`src/design/agc_pkg.sv`:
```
// agc_pkg: shared types, constants and codes for the audio gain controller
// no dependencies
`timescale 1ns / 1ps
package agc_pkg;

    localparam int SEARCH_STEPS = 20;

    localparam logic [16:0] TX_MIN = 17'd410;
    localparam logic [16:0] TX_MAX = 17'd12953;
    localparam logic [16:0] RX_MIN = 17'd4096;
    localparam logic [16:0] RX_MAX = 17'd64917;
    localparam logic [16:0] UNITY  = 17'd4096;
    localparam logic [16:0] DOWN_3DB = 17'd46396;
    localparam logic [16:0] UP_3DB   = 17'd92572;
    localparam logic [16:0] UP_1P5DB = 17'd77890;
    localparam logic [31:0] CAL_TIMEOUT    = 32'd20;
    localparam logic [31:0] CAL_SLOW_AFTER = 32'd5;
    localparam logic [2:0]  STEADY_SETTLE  = 3'd5;
    localparam logic [16:0] SMOOTH_TOL     = 17'd40;

    localparam logic [2:0] CFG_ENABLE  = 3'd0;
    localparam logic [2:0] CFG_RMS_MIN = 3'd1;
    localparam logic [2:0] CFG_RMS_MAX = 3'd2;
    localparam logic [2:0] CFG_TARGET  = 3'd3;
    localparam logic [2:0] CFG_ALPHA   = 3'd4;
    localparam logic [2:0] CFG_ATTACK  = 3'd5;
    localparam logic [2:0] CFG_RELEASE = 3'd6;
    localparam logic [2:0] CFG_ECHO    = 3'd7;

    typedef enum logic [3:0] {
        ST_IDLE,
        ST_LOAD,
        ST_POWER,
        ST_EMA,
        ST_DECIDE,
        ST_BRANCH,
        ST_DIV,
        ST_FACTOR,
        ST_SMOOTH,
        ST_SCALE,
        ST_DONE
    } agc_state_t;

    typedef struct packed {
        logic load;
        logic power;
        logic ema;
        logic decide;
        logic div_start;
        logic factor;
        logic smooth;
        logic scale;
    } agc_cmd_t;

    typedef struct packed {
        logic need_ratio;
        logic need_scale;
        logic div_busy;
    } agc_status_t;

endpackage

```
`src/design/agc_ctrl.sv`:
```
// agc_ctrl: sequencer for one update item
// depends on agc_pkg
`timescale 1ns / 1ps
module agc_ctrl (
    input  logic                 aclk,
    input  logic                 aresetn,
    input  logic                 in_fire,
    input  logic                 out_fire,
    input  agc_pkg::agc_status_t status,
    output agc_pkg::agc_cmd_t    cmd,
    output logic                 in_ready,
    output logic                 out_valid
);
    agc_pkg::agc_state_t state_reg, state_next;

    always_ff @(posedge aclk) begin
        if (!aresetn) begin
            state_reg <= agc_pkg::ST_IDLE;
        end else begin
            state_reg <= state_next;
        end
    end

    always_comb begin
        state_next = state_reg;
        unique case (state_reg)
            agc_pkg::ST_IDLE:   if (in_fire) state_next = agc_pkg::ST_LOAD;
            agc_pkg::ST_LOAD:   state_next = agc_pkg::ST_POWER;
            agc_pkg::ST_POWER:  state_next = agc_pkg::ST_EMA;
            agc_pkg::ST_EMA:    state_next = agc_pkg::ST_DECIDE;
            agc_pkg::ST_DECIDE: state_next = agc_pkg::ST_BRANCH;
            // decide flags are registered, so branch in the cycle after decide
            agc_pkg::ST_BRANCH: begin
                if (status.need_ratio) state_next = agc_pkg::ST_DIV;
                else if (status.need_scale) state_next = agc_pkg::ST_SCALE;
                else state_next = agc_pkg::ST_DONE;
            end
            agc_pkg::ST_DIV:    if (!status.div_busy) state_next = agc_pkg::ST_FACTOR;
            agc_pkg::ST_FACTOR: state_next = agc_pkg::ST_SMOOTH;
            agc_pkg::ST_SMOOTH: state_next = agc_pkg::ST_SCALE;
            agc_pkg::ST_SCALE:  state_next = agc_pkg::ST_DONE;
            agc_pkg::ST_DONE:   if (out_fire) state_next = agc_pkg::ST_IDLE;
            default:            state_next = agc_pkg::ST_IDLE;
        endcase
    end

    always_comb begin
        cmd = '0;
        in_ready = 1'b0;
        out_valid = 1'b0;
        unique case (state_reg)
            agc_pkg::ST_IDLE:   in_ready = 1'b1;
            agc_pkg::ST_LOAD:   cmd.load = 1'b1;
            agc_pkg::ST_POWER:  cmd.power = 1'b1;
            agc_pkg::ST_EMA:    cmd.ema = 1'b1;
            agc_pkg::ST_DECIDE: cmd.decide = 1'b1;
            agc_pkg::ST_BRANCH: cmd.div_start = status.need_ratio;
            agc_pkg::ST_DIV:    ;
            agc_pkg::ST_FACTOR: cmd.factor = 1'b1;
            agc_pkg::ST_SMOOTH: cmd.smooth = 1'b1;
            agc_pkg::ST_SCALE:  cmd.scale = 1'b1;
            agc_pkg::ST_DONE:   out_valid = 1'b1;
            default:            ;
        endcase
    end
endmodule

```
`config.mk`:
```
export PLATFORM = sky130hd
export DESIGN_NAME = agc_ctrl
export DESIGN_NICKNAME = d
export VERILOG_FILES = /design/src/design/agc_pkg.sv /design/src/design/agc_ctrl.sv
export SDC_FILE = /design/constraint.sdc
export NUM_CORES = 1
export LEC_CHECK = 0
export BUFFER_PORTS_ARGS = -buffer_cell sky130_fd_sc_hd__clkbuf_2
export CAP_MARGIN = 20
export CORE_AREA = 2 2 39 41
export DETAILED_ROUTE_END_ITERATION = 7
export DIE_AREA = 0 0 41 43
export PLACE_DENSITY = 0.52
export SLEW_MARGIN = 5
export SYNTH_ARGS = -nofsm -noshare
export SYNTH_HDL_FRONTEND = slang
export SYNTH_SLANG_ARGS = --single-unit
```
`constraint.sdc`:
```
create_clock -name aclk -period 1.4 [get_ports aclk]
set_input_delay 0.14 -clock aclk [delete_from_list [all_inputs] [get_ports aclk]]
set_output_delay 0.14 -clock aclk [all_outputs]
set_load 0.02 [all_outputs]
```
==> impl_metrics.json <==
{
  "diodes": 0,
  "timing.fmax_mhz": 745,
  "rows": 14,
  "r2r_setup_slack_ps": 130,
  "cp-start-kind": "flop",
  "syn_avg_cell_area_sq_um": 6.59,
  "vias": 405,
  "critPathKind": "flop to output pin",
  "grt_first_pass_wirelength_um": 1640,
  "hold_viol": 0,
  "ant_nets": 0,
  "tritoncts": "yes",
  "syn_nets": 55,
  "htree_levels": 1,
  "power_leakage_nw": 0.242,
  "first_pass_iters": 3,
  "worstSkewPairLatency_ps": 230,
  "min_path_type": "primary input to flop",
  "vdd_ir_drop_max_uv": 366,
  "synthCells": 48,
  "post_cts_buffers": 0,
  "p_per_area_nw_per_um2": 865,
  "ys_types": 22,
  "finalSetupViolCount": 0,
  "die-area_sq_um": 1760,
  "core_sq_um": 1380,
  "dr_wl_met3_um": 58,
  "synth_seq_area_share_pct": 25.3,
  "critical-path-top-delay-family": "buffers and inverters",
  "chipWidth_um": 41,
  "fin_crit_sh_pct": 95.9,
  "clock_sinks": 4,
  "cts_made_buffers": 3,
  "die-height_um": 43,
  "clk_pin_slew_worst_paths_ps": 40,
  "cp.arrival_ps": 1200,
  "slew_headroom_pct": 84.9,
  "slew_viol_final": 0,
  "final_util_pct": 37.8,
  "final.min_clock_period_ps": 1340,
  "grt_max_degree": 15,
  "rsz0062_at_grt": "yes",
  "async_flop_share_pct": 0,
  "hold_slack_ps": 151,
  "status": "finished, final reports clean",
  "endpoint_kind": "output pin",
  "cp_cell_sequence": "buf_4 > nand2b_1 > nor3_2 > buf_2",
  "synth_seq_cells": 4,
  "num_io_pins": 17,
  "dpl.hpwl_um": 699,
  "drc": 0,
  "critPathBufInv": 2,
  "overflow": 0,
  "area_delta_synth_final_pct": 65.2,
  "critical_path.max_stage_delay_ps": 300,
  "yosysWarnings": 0,
  "drt_iter0_drc": 2,
  "ys.flop_type": "dfxtp_1",
  "cts_buffer_depth": 2,
  "fin_skew_ps": 1.75,
  "worstMarginPinSlew_ps": 225,
  "drv_cap": 0,
  "top_layer_used": "met4",
  "met2_wirelength_um": 486,
  "gp_congestion": 0.773,
  "grt_usage_pct": 14.0,
  "viasPerCell": 4.82,
  "final_nets": 77,
  "wire_per_inst_um": 11.9,
  "root_buffer": "clkbuf_4",
  "first_global_vias": 376,
  "grt_antenna_before_repair": 0,
  "largest_register_ffs": 4,
  "cp.required_ps": 1260,
  "wirelength_um": 999,
  "m1WireLength_um": 445,
  "worst_path_max_delay_cell": "dfxtp_1",
  "initial_core_util_pct": 22.9,
  "cts_hold_buf": 0,
  "syn_area_sq_um": 317,
  "synth_edf_count": 0,
  "port_buffers": 16,
  "drive_gt1_share_pct": 47.1,
  "cp_max_fo": 14
}
[per-layer routing]
layer	GRT usage, %	vias up
met5	0	-
met4	8.00	0
met3	4.71	2
met2	19.1	12
met1	18.5	180
li1	-	211
[logic make-up after synthesis]
kind of cell    share of synthesized area (%)
simple gates                             45.1
buf+inv                                  9.88
compound gates                           19.8
flops                                    25.3
[placed cells by master (no fill, tap or decap), types with 2 or more instances in the layout]
master,netlist,routed
dfxtp_1,4,2
nor2_1,5,5
nand2_1,2,2
a21oi_1,2,2
nand3_1,2,2
buf_4,0,8
inv_1,4,4
buf_2,1,2
nand2b_1,4,3
clkbuf_2,0,10
o21ai_0,4,4
clkbuf_4,0,3
and3_1,2,2
nor3_1,4,2
nor3_2,0,2
[cell type report]
type,count,area [sq um]
Timing Repair Buffer,21,131
Sequential cell,4,85.1
Clock buffer,3,22.5
Fill cell,150,861
Inverter,4,15.0
Multi-Input combinational cell,36,249
Tap cell,16,20.0
[cell usage after synthesis (2+ instances only)]
cell type | count | area, sq um
and3_1 | 2 | 12.5
clkbuf_1 | 3 | 11.3
nor4_1 | 2 | 12.5
dfxtp_1 | 4 | 80.1
nand2_1 | 2 | 7.51
nor3_1 | 4 | 20.0
o21ai_0 | 4 | 20.0
nand3_1 | 2 | 10.0
nor2_1 | 5 | 18.8
inv_1 | 4 | 15.0
nand2b_1 | 4 | 25.0
a21oi_1 | 2 | 10.0
[report_power, final]
part           switching [W]  internal [W]  total (W)  leakage (nW)
clock network      0.0000487     0.0000960   0.000145        0.0138
registers          0.0000235      0.000126   0.000149        0.0337
logic              0.0000843     0.0000741   0.000158         0.195
[path summary, 6_finish.rpt]
| path | endpoint | startpoint | depth (start not counted) |
|---|---|---|---|
| worst max-delay path | cmd[6] | state_reg[3]$_SDFFE_PN0P_ | 4 |
| worst min-delay path | state_reg[3]$_SDFFE_PN0P_ | aresetn | 3 |
| worst max register to register | state_reg[3]$_SDFFE_PN0P_ | state_reg[2]$_SDFFE_PN0P_ | 4 |
| worst min register to register | state_reg[2]$_SDFFE_PN0P_ | state_reg[3]$_SDFFE_PN0P_ | 2 |
[worst reg2reg max path, delay by kind of cell (launching register included)]
family / cells / cell delay [ps]
flip-flops: 1 / 310
AND/OR/NAND/NOR: 2 / 470
AO/OA/AOI/OAI: 2 / 380
[metrics by stage]
| stage | setup TNS [ps] | cells | setup WS, ps | cell area, sq um | total power, W |
|---|---|---|---|---|---|
| after detailed placement | 0 | 81 | 141 | 450 | 0.000282 |
| after floorplan | -17.8 | 48 | -17.8 | 329 | 0.000228 |
| after global placement | 0 | 81 | 139 | 450 | 0.000284 |
| after CTS | 0 | 84 | 7.84 | 502 | 0.000453 |
| after global routing | -8.39 | 84 | -6.22 | 523 | 0.000486 |
| final | 0 | 84 | 57.3 | 523 | 0.000452 |
[timing repair]
action                                  CTS  global route
endpoints found under the setup margin    3             6
hold endpoints to repair                  0             0
resized for setup                         7            12
pin swaps                                 0             2
Power figures use the tool's default switching activity.
